===== src/rtl/skt_pkg.sv =====
`default_nettype none

package skt_pkg;

  // Fixed field widths.
  localparam int unsigned OPCODE_BITS = 2;
  localparam int unsigned STATUS_BITS = 2;
  localparam int unsigned REF_BITS    = 24;

  // Cells per first-level group of the match reduction tree.
  localparam int unsigned GROUP_SIZE = 64;

  typedef enum logic [OPCODE_BITS-1:0] {
    OP_INSERT = 2'd0,
    OP_FIND   = 2'd1,
    OP_CLEAR  = 2'd2
  } opcode_e;

  typedef enum logic [STATUS_BITS-1:0] {
    ST_OK   = 2'd0,
    ST_DUP  = 2'd1,
    ST_FULL = 2'd2,
    ST_MISS = 2'd3
  } status_e;

  // Sequencer commands broadcast to every cell of the row.
  typedef struct packed {
    logic cmp_en;
    logic ins_en;
  } cell_ctrl_t;

endpackage

`default_nettype wire


===== src/rtl/skt_cell.sv =====
`default_nettype none

module skt_cell import skt_pkg::*; #(
  parameter int unsigned KEY_BITS   = 24,
  parameter int unsigned BLOCK_BITS = 16,
  parameter int unsigned CW         = 9,
  parameter int unsigned IDX        = 0
) (
  input  wire logic                  clk_i,
  input  wire logic                  rst_ni,
  input  wire cell_ctrl_t            ctrl_i,
  input  wire logic [CW-1:0]         count_i,
  input  wire logic [KEY_BITS-1:0]   key_i,
  input  wire logic [REF_BITS-1:0]   ref_i,
  input  wire logic [BLOCK_BITS-1:0] blk_i,
  input  wire logic [KEY_BITS-1:0]   left_key_i,
  input  wire logic [REF_BITS-1:0]   left_ref_i,
  input  wire logic [BLOCK_BITS-1:0] left_blk_i,
  input  wire logic                  left_gt_i,
  output logic [KEY_BITS-1:0]        key_o,
  output logic [REF_BITS-1:0]        ref_o,
  output logic [BLOCK_BITS-1:0]      blk_o,
  output logic                       gt_o,
  output logic                       eq_o
);

  localparam logic [CW-1:0] IDX_C = CW'(IDX);

  logic [KEY_BITS-1:0]   key_q;
  logic [REF_BITS-1:0]   ref_q;
  logic [BLOCK_BITS-1:0] blk_q;
  logic                  gt_q, gt_d;
  logic                  eq_q, eq_d;
  logic                  used;

  // Compare the held entry against the search key; only occupied cells count.
  always_comb begin
    used = IDX_C < count_i;
    gt_d = used && (key_q > key_i);
    eq_d = used && (key_q == key_i);
  end

  always_ff @(posedge clk_i or negedge rst_ni) begin
    if (!rst_ni) begin
      gt_q <= 1'b0;
      eq_q <= 1'b0;
    end else if (ctrl_i.cmp_en) begin
      gt_q <= gt_d;
      eq_q <= eq_d;
    end
  end

  // On insert, larger entries move up one cell and the first free or
  // first larger cell takes the new entry.
  always_ff @(posedge clk_i) begin
    if (ctrl_i.ins_en) begin
      if (left_gt_i) begin
        key_q <= left_key_i;
        ref_q <= left_ref_i;
        blk_q <= left_blk_i;
      end else if (gt_q || (IDX_C == count_i)) begin
        key_q <= key_i;
        ref_q <= ref_i;
        blk_q <= blk_i;
      end
    end
  end

  assign key_o = key_q;
  assign ref_o = ref_q;
  assign blk_o = blk_q;
  assign gt_o  = gt_q;
  assign eq_o  = eq_q;

endmodule

`default_nettype wire


===== config.mk =====
export PLATFORM = sky130hd
export DESIGN_NAME = skt_cell
export DESIGN_NICKNAME = d
export VERILOG_FILES = /design/src/rtl/skt_pkg.sv /design/src/rtl/skt_cell.sv
export SDC_FILE = /design/constraint.sdc
export NUM_CORES = 1
export LEC_CHECK = 0
export ABC_AREA = 0
export BUFFER_PORTS_ARGS = -buffer_cell sky130_fd_sc_hd__buf_4
export CAP_MARGIN = 20
export CORE_AREA = 2 2 88 90
export CTS_CLUSTER_SIZE = 14
export DETAILED_ROUTE_END_ITERATION = 8
export DIE_AREA = 0 0 90 92
export PLACE_DENSITY = 0.9
export SLEW_MARGIN = 0
export SYNTH_ARGS = -nofsm -noshare
export SYNTH_HDL_FRONTEND = slang
export SYNTH_SLANG_ARGS = --single-unit

===== constraint.sdc =====
create_clock -name clk_i -period 10.9 [get_ports clk_i]
set_clock_uncertainty 0.15 [all_clocks]
set_input_delay 1.09 -clock clk_i [delete_from_list [all_inputs] [get_ports clk_i]]
set_output_delay 1.09 -clock clk_i [all_outputs]
set_load 0.02 [all_outputs]

==> impl_metrics.json, run 1 <==
{
  "min_path_cells": 1,
  "ios": 208,
  "grt_util_all_layers_pct": 22.1,
  "ys_ff_latch": 66,
  "syn_area_per_cell_sq_um": 13.0,
  "cts.repair.resized": 0,
  "grt_pass1_vias": 3063,
  "cpMostUsedCell": "buf_4",
  "required_ns": 10.73,
  "vdd_drop_max_mv": 0.0868,
  "critical_path.top_delay_family": "compound AO/OA/AOI/OAI gates",
  "worst_slew_pin_slew_ns": 1.00,
  "initial_core_util_pct": 45.0,
  "worstPathArrival_ns": 3.10,
  "ctsHoldBuffers": 0,
  "synth_compound_area_share_pct": 7.54,
  "synth-simple-area-share_pct": 6.76,
  "max_clock_freq_mhz": 306,
  "netlist_area_sq_mm": 0.00335,
  "period_minus_slack_ns": 3.27,
  "antenna_found_initial": 0,
  "total_power_uw": 700,
  "maxCapViolations": 0,
  "die_x_um": 90,
  "cpPeakStageDelay_ns": 0.84,
  "drt_drc_violations_left": 0,
  "reg2reg_from": "gt_o",
  "nets": 634,
  "syn2layout_area_growth_pct": 56.6,
  "routedWlPerCell_um": 15.9,
  "cts_tree": "done",
  "ff2ff_setup_slack_ns": 8.57,
  "hold_violations": 0,
  "ys_types": 28,
  "clock_sinks": 66,
  "antenna_cells": 0,
  "hp-class": "register to register",
  "worstSkewPairLatency_ns": 0.32,
  "worst-path-buf-inv": 2,
  "fp.dieH_um": 92,
  "synth.area.mux_share_pct": 13.8,
  "r2r-end": "key_o[10]",
  "num_vias": 2902,
  "slew_violations": 0,
  "cts_buffer_depth": 2,
  "cts_root_buffer": "clkbuf_8",
  "critPathCaptureType": "register",
  "slowest_stage": "a21boi_4",
  "rsz0062_at_grt": "false",
  "stdcell_area_sq_mm": 0.00525,
  "worstHoldEndpoint": "eq_o",
  "synth_xor_area_share_pct": 0,
  "p_leak_uw": 0.00243,
  "worstHoldStart": "eq_o",
  "power_density_mw_per_mm2": 133,
  "grt_max_degree": 51,
  "overflow": 0,
  "clk_pin_slew_worst_paths_ns": 0.07,
  "place_congestion": 0.820,
  "syn-instance-count": 258,
  "via_per_inst": 5.05,
  "r2r_cells": 3,
  "port_buffers": 207,
  "rows": 32,
  "dr.pass1.iters": 4,
  "cp.depth": 5,
  "seq_area_frac_synth_pct": 58.8,
  "status": "complete, no violations",
  "drt_iter0_markers": 121,
  "whs_ns": 0.344,
  "synth_fa_ha_area_share_pct": 8.96,
  "slew_headroom_pct": 32.9,
  "htreeDepth": 3,
  "grt_pass1_wl_mm": 14.4,
  "drive_above_1_share_pct": 56.9,
  "post_dp_cell_area_sq_mm": 0.00501,
  "core_sq_mm": 0.00745,
  "critPathMaxFanout": 34,
  "cts-buffers-inserted": 9,
  "synth_top_family_by_area": "multiplexers",
  "die-area_sq_mm": 0.00828,
  "post_cts_buffers": 0,
  "start_kind": "primary input",
  "dp_hpwl_mm": 7.12,
  "setup_tns_ns": 0,
  "antenna_left": 0,
  "crit_chain": "buf_4, nor4_1, nand3_1, a21boi_4, buf_4",
  "routed_wl_mm": 9.17,
  "post-route-period-util_pct": 30.0,
  "synth_warnings": 0,
  "crit_type": "primary input to register",
  "finalSetupViolCount": 0,
  "syn-num-nets": 424
}
per-layer routing:
metal | wire length, um | track usage (%)
met1 | 3260 | 23.9
met2 | 4970 | 40.5
met3 | 762 | 6.90
met4 | 175 | 8.59
met5 | 0 | 0
cells in the final DEF (no fill, tap or decap), types with 3 or more instances in the layout:
| cell | n |
|---|---|
| bufinv_16 | 3 |
| inv_1 | 25 |
| buf_4 | 209 |
| ha_1 | 24 |
| clkbuf_8 | 9 |
| mux2_2 | 41 |
| clkinv_2 | 3 |
| nand2_1 | 28 |
| nand3_1 | 6 |
| o21ai_0 | 24 |
| nor2_1 | 4 |
| edfxtp_1 | 64 |
| nand4_1 | 3 |
| a21oi_1 | 10 |
state kept, by name, summed over array words and instances, names as in the netlist:
| name | cells |
|---|---|
| eq_o | 1 |
| key_o | 24 |
| blk_o | 16 |
| ref_o | 24 |
| gt_o | 1 |
stage by stage:
stage,cells,worst slack [ns],utilization (%)
6_report,575,7.63,70.5
5_1_grt,575,7.44,70.5
4_1_cts,575,7.60,70.5
3_5_place_dp,559,7.25,67.3
3_3_place_gp,559,7.31,67.3
2_1_floorplan,258,3.94,-
kinds of logic (layout without fill, tap and decap cells):
group / after synthesis / in the layout
adder cells (fa/ha/maj): 24 / 24
AND/OR/NAND/NOR: 48 / 48
buffers and inverters: 35 / 250
AO/OA/AOI/OAI: 44 / 44
multiplexers: 41 / 41
flip-flops: 66 / 66
synthesized netlist by cell type:
library cell,count,area share (%)
clkbuf_1,5,0.56
nor3_1,1,0.15
nand4_2,1,0.37
o31ai_1,1,0.22
o211ai_1,1,0.22
mux2_2,41,14
dfrtp_1,2,1.5
a31oi_1,1,0.19
a21oi_1,10,1.5
o2bb2ai_1,1,0.26
nor4_1,1,0.19
nand3_1,6,0.90
o21ai_0,24,3.6
nand4_1,3,0.56
buf_2,5,0.75
and4_1,1,0.26
a21boi_2,1,0.34
a221o_1,1,0.30
a21boi_0,1,0.22
nor2_1,4,0.45
ha_1,24,9.0
edfxtp_1,64,57
inv_1,25,2.8
a2111oi_0,1,0.26
nand2_1,28,3.1
nor4_2,1,0.37
a21o_1,2,0.45
nor2b_1,2,0.37
area by class of cell:
class | count | area (sq um)
clock buffer | 10 | 128
clock inverter | 6 | 105
fill | 541 | 2200
inverter | 25 | 93.8
multi-input combinational | 157 | 1250
sequential | 66 | 1970
tap | 102 | 128
timing repair buffer | 209 | 1570
report_power, final:
| part | total, uW | internal, uW | switching (uW) |
|---|---|---|---|
| Clock | 243 | 151 | 92.2 |
| Combinational | 147 | 76.6 | 70.2 |
| Sequential | 310 | 302 | 7.56 |
how the worst max path moves through the flow:
stage           endpoint        from
2_1_floorplan   blk_o[0]   left_gt_i
3_5_place_dp    key_o[3]  count_i[5]
5_1_grt         key_o[0]  count_i[5]
3_3_place_gp    key_o[7]  count_i[5]
6_report       key_o[10]  count_i[5]
4_1_cts         ref_o[8]  count_i[5]
No activity file was read; power rests on OpenSTA's default activity.
==> run 2, diff against run 1 <==
--- a/config.mk
+++ b/config.mk
@@ -8,11 +8,11 @@
 export ABC_AREA = 0
 export BUFFER_PORTS_ARGS = -buffer_cell sky130_fd_sc_hd__buf_4
 export CAP_MARGIN = 20
-export CORE_AREA = 2 2 88 90
+export CORE_AREA = 2 2 92 94
 export CTS_CLUSTER_SIZE = 14
 export DETAILED_ROUTE_END_ITERATION = 8
-export DIE_AREA = 0 0 90 92
-export PLACE_DENSITY = 0.9
+export DIE_AREA = 0 0 94 96
+export PLACE_DENSITY = 0.83
 export SLEW_MARGIN = 0
 export SYNTH_ARGS = -nofsm -noshare
 export SYNTH_HDL_FRONTEND = slang
==> constraint.sdc (replaced) <==
create_clock -name clk_i -period 3.1 [get_ports clk_i]
set_clock_uncertainty 0.15 [all_clocks]
set_input_delay 0.31 -clock clk_i [delete_from_list [all_inputs] [get_ports clk_i]]
set_output_delay 0.31 -clock clk_i [all_outputs]
set_load 0.02 [all_outputs]
==> impl_metrics.json, run 2 (same netlist as run 1, synthesis figures left out) <==
{
  "status": "complete, no violations",
  "fp.dieH_um": 96,
  "antenna_cells": 0,
  "post-route-period-util_pct": 62.1,
  "cts.repair.resized": 0,
  "port_buffers": 207,
  "syn2layout_area_growth_pct": 57.7,
  "antenna_left": 0,
  "drt_iter0_markers": 120,
  "ios": 208,
  "hp-class": "primary input to register",
  "finalSetupViolCount": 0,
  "pwr-share-clk_pct": 34.7,
  "core_sq_mm": 0.00805,
  "clock_sinks": 66,
  "clk_pin_slew_worst_paths_ns": 0.07,
  "final_cells": 578,
  "dp_hpwl_mm": 7.21,
  "internal_power_uw": 1860,
  "drt_drc_violations_left": 0,
  "worst_slew_pin_slew_ns": 0.560,
  "rsz0062_at_grt": "false",
  "cts_tree": "done",
  "dr.pass1.iters": 4,
  "required_ns": 3.15,
  "routedWlPerCell_um": 15.7,
  "grt_max_degree": 65,
  "antenna_found_initial": 0,
  "maxCapViolations": 0,
  "cts_root_buffer": "clkbuf_8",
  "cts_buffer_depth": 2,
  "die-area_sq_mm": 0.00902,
  "routed_wl_mm": 9.06,
  "place_congestion": 0.765,
  "critPathMaxFanout": 3,
  "swShare_pct": 24.2,
  "die_x_um": 94,
  "power.switching_uw": 596,
  "most-common-layout-cells": "buf_4, edfxtp_1, mux2_2",
  "initial_core_util_pct": 41.6,
  "cts-buffers-inserted": 9,
  "vdd_drop_max_mv": 0.268,
  "via_per_inst": 4.81,
  "critPathCaptureType": "register",
  "num_vias": 2782,
  "slew_violations": 0,
  "power_density_mw_per_mm2": 465,
  "worstSkewPairLatency_ns": 0.34,
  "final_common_cell": "buf_4",
  "fillCellCount": 630,
  "grt_pass1_wl_mm": 14.0,
  "start_kind": "register",
  "htreeDepth": 3,
  "setup_tns_ns": 0,
  "dp_cells": 562,
  "grt_util_all_layers_pct": 20.5,
  "max_clock_freq_mhz": 519,
  "p_seq_share_pct": 44.3,
  "grt_pass1_vias": 2910,
  "period_minus_slack_ns": 1.93,
  "p_comb_share_pct": 21.0,
  "drive_above_1_share_pct": 56.7,
  "rows": 33,
  "hold_violations": 0,
  "crit_type": "register to register",
  "worstPathArrival_ns": 1.98,
  "overflow": 0,
  "nets": 635,
  "slew_headroom_pct": 62.6,
  "p_leak_uw": 0.00243
}
==> run 2: what timing repair did <==
| action | 4_1_cts | 5_1_grt |
|---|---|---|
| buffers inserted | 0 | 0 |
| hold endpoints to repair | 2 | 0 |
| hold buffers | 1 | 0 |
==> run 2: routing by layer <==
metal  vias to the layer above  global-route usage [%]  part of all wire (%)
met5                         -                       0                     0
met4                         0                    7.13                   2.0
met3                        16                    9.79                    11
met2                       128                    36.4                    52
met1                      1262                    21.4                    35
li1                       1376                       -                     -
==> run 2: worst paths after layout <==
path | startpoint | to | slack (ns) | depth (start not counted)
min in group asynchronous | rst_ni | eq_o | 0.15 | 2
min | ctrl_i[1] | eq_o | 0.08 | 3
max | key_o[14] | gt_o | 1.17 | 6
max in group asynchronous | rst_ni | gt_o | 2.56 | 2
max reg2reg | key_o[14] | gt_o | 1.17 | 6
min reg2reg | eq_o | eq_o | 0.34 | 1
==> run 2: cell type report <==
class | count | area [sq um] | area share, %
Sequential cell | 66 | 1970 | 37.3
Timing Repair Buffer | 210 | 1600 | 30.4
Multi-Input combinational cell | 157 | 1250 | 23.7
Tap cell | 105 | 131 | 2.49
Clock buffer | 9 | 124 | 2.34
Clock inverter | 6 | 106 | 2.01
Inverter | 25 | 93.8 | 1.78
==> run 2: stage by stage <==
| stage | util, % | area (sq um) | worst slack (ns) | hold slack (ns) | total power [uW] |
|---|---|---|---|---|---|
| after floorplan | - | 3360 | 0.602 | -0.136 | 1350 |
| after global placement | 62.6 | 5040 | 1.13 | -0.0517 | 1610 |
| after detailed placement | 62.6 | 5040 | 1.10 | -0.0518 | 1630 |
| after CTS | 65.6 | 5280 | 1.16 | 0.0673 | 2480 |
| after global routing | 65.6 | 5280 | 1.00 | 0.0871 | 2570 |
| final | 65.6 | 5280 | 1.17 | 0.0779 | 2460 |
==> run 2: critical path: stages, from the launching register on <==
cell and delay, ns:
edfxtp_1 0.39, ha_1 0.33, a21oi_1 0.16, nand2_1 0.07
a221o_1 0.35, o31ai_1 0.25, a21oi_1 0.10
==> run 2: power groups by stage <==
stage | Combinational, uW | Clock [uW] | Sequential [uW]
after floorplan | 161 | 0 | 1190
after global placement | 509 | 0 | 1110
after detailed placement | 521 | 0 | 1110
after CTS | 524 | 868 | 1090
after global routing | 562 | 917 | 1100
final | 516 | 853 | 1090
==> run 3, diff against run 2 <==
==> constraint.sdc (replaced) <==
create_clock -name clk_i -period 1.99 [get_ports clk_i]
set_clock_uncertainty 0.15 [all_clocks]
set_input_delay 0.199 -clock clk_i [delete_from_list [all_inputs] [get_ports clk_i]]
set_output_delay 0.199 -clock clk_i [all_outputs]
set_load 0.02 [all_outputs]
==> impl_metrics.json, run 3 (same netlist as run 1, synthesis figures left out) <==
{
  "status": "complete, no violations",
  "antenna_cells": 0,
  "cts-buffers-inserted": 9,
  "place_congestion": 0.799,
  "min_path_cells": 2,
  "critPathMaxFanout": 2,
  "antenna_left": 0,
  "worst_slew_pin_slew_ns": 0.353,
  "most-common-layout-cells": "buf_4, dlygate4sd3_1, edfxtp_1",
  "post_cts_buffers": 0,
  "num_vias": 3161,
  "core_sq_mm": 0.00805,
  "routed_wl_mm": 10.8,
  "final_cells": 646,
  "cts_buffer_depth": 2,
  "finalSetupViolCount": 0,
  "post-route-period-util_pct": 95.3,
  "hp-class": "primary input to register",
  "start_kind": "register",
  "grt_pass1_vias": 3287,
  "die_x_um": 94,
  "slew_violations": 0,
  "routedWlPerCell_um": 16.7,
  "ios": 208,
  "post_dp_cell_area_sq_mm": 0.00509,
  "clock_sinks": 66,
  "dr.pass1.iters": 4,
  "p_leak_uw": 0.00271,
  "stdcell_area_sq_mm": 0.00599,
  "crit_type": "register to register",
  "maxCapViolations": 0,
  "htreeDepth": 3,
  "hold_violations": 0,
  "port_buffers": 207,
  "power_density_mw_per_mm2": 636,
  "critPathCaptureType": "register",
  "nets": 702,
  "dp_cells": 564,
  "via_per_inst": 4.89,
  "final_common_cell": "buf_4",
  "period_minus_slack_ns": 1.90,
  "drt_drc_violations_left": 0,
  "syn2layout_area_growth_pct": 78.8,
  "rows": 33,
  "whs_ns": 0.0115,
  "initial_core_util_pct": 41.6,
  "grt_max_degree": 35,
  "antenna_found_initial": 0,
  "fp.dieH_um": 96,
  "dp_hpwl_mm": 6.98,
  "cts_root_buffer": "clkbuf_8",
  "vdd_drop_max_mv": 0.405,
  "max_clock_freq_mhz": 527,
  "grt_pass1_wl_mm": 15.9,
  "required_ns": 2.05,
  "worstSkewPairLatency_ns": 0.35,
  "clk_pin_slew_worst_paths_ns": 0.09,
  "die-area_sq_mm": 0.00902,
  "r2r_cells": 6,
  "overflow": 0,
  "grt_util_all_layers_pct": 23.8,
  "drive_above_1_share_pct": 50.8,
  "drt_iter0_markers": 93,
  "cts_tree": "done",
  "slew_headroom_pct": 76.4,
  "worstPathArrival_ns": 1.96,
  "total_power_uw": 3810
}
run 3: cell count changes in the layout (fill, tap and decap cells not counted), sizes merged:
cell	change
inv	+2
dlygate4sd3	+65
buf	+2
bufinv	-2
clkinvlp	+1
run 3: final cells by class:
| type | count | area (sq um) |
|---|---|---|
| Tap cell | 105 | 131 |
| Clock buffer | 9 | 124 |
| Multi-Input combinational cell | 157 | 1300 |
| Inverter | 25 | 93.8 |
| Sequential cell | 66 | 1970 |
| Clock inverter | 7 | 75.1 |
| Fill cell | 516 | 2060 |
| Timing Repair Buffer | 277 | 2290 |
run 3: what timing repair did:
| action | in CTS | in global routing |
|---|---|---|
| hold buffers | 65 | 1 |
| endpoints found under the setup margin | 0 | 1 |
| gates resized for setup | 0 | 5 |
| hold endpoints to repair | 46 | 1 |
run 3: stage by stage:
stage          TNS [ns]  setup WS [ns]  util [%]
2_1_floorplan    -21.32         -0.333         -
3_3_place_gp          0          0.121      63.2
3_5_place_dp          0         0.0884      63.2
4_1_cts               0         0.0593      73.8
5_1_grt         -0.0266        -0.0266      74.4
6_report              0         0.0927      74.4
run 3: path summary, 6_finish.rpt:
check                      startpoint  slack (ns)        end
setup / recovery             key_o[9]        0.09       gt_o
hold / removal              blk_i[14]        0.01  blk_o[14]
setup reg to reg             key_o[9]        0.09       gt_o
hold reg to reg                  eq_o        0.38       eq_o
max in group asynchronous      rst_ni        1.56       eq_o
min in group asynchronous      rst_ni        0.04       gt_o
run 3: routing by layer:
layer | vias up | share of wire [%] | GRT usage (%)
met4 | 0 | 3.9 | 12.3
met1 | 1456 | 36 | 24.8
met5 | - | 0 | 0
li1 | 1507 | - | -
met2 | 165 | 52 | 43.3
met3 | 33 | 7.8 | 7.28
run 3: power by group:
part | internal, uW | leakage (uW) | switching [uW] | total (uW)
logic | 537 | 0.00197 | 427 | 964
registers | 1660 | 0.000640 | 47.2 | 1700
clock network | 585 | 0.0000939 | 556 | 1140
run 3: worst max-delay path, cell delays in order, from the launching register on:
cell	delay, ns
edfxtp_1	0.45
ha_4	0.30
nand4_1	0.18
nor4_4	0.31
nand3_1	0.14
a31oi_1	0.19
a21oi_1	0.06
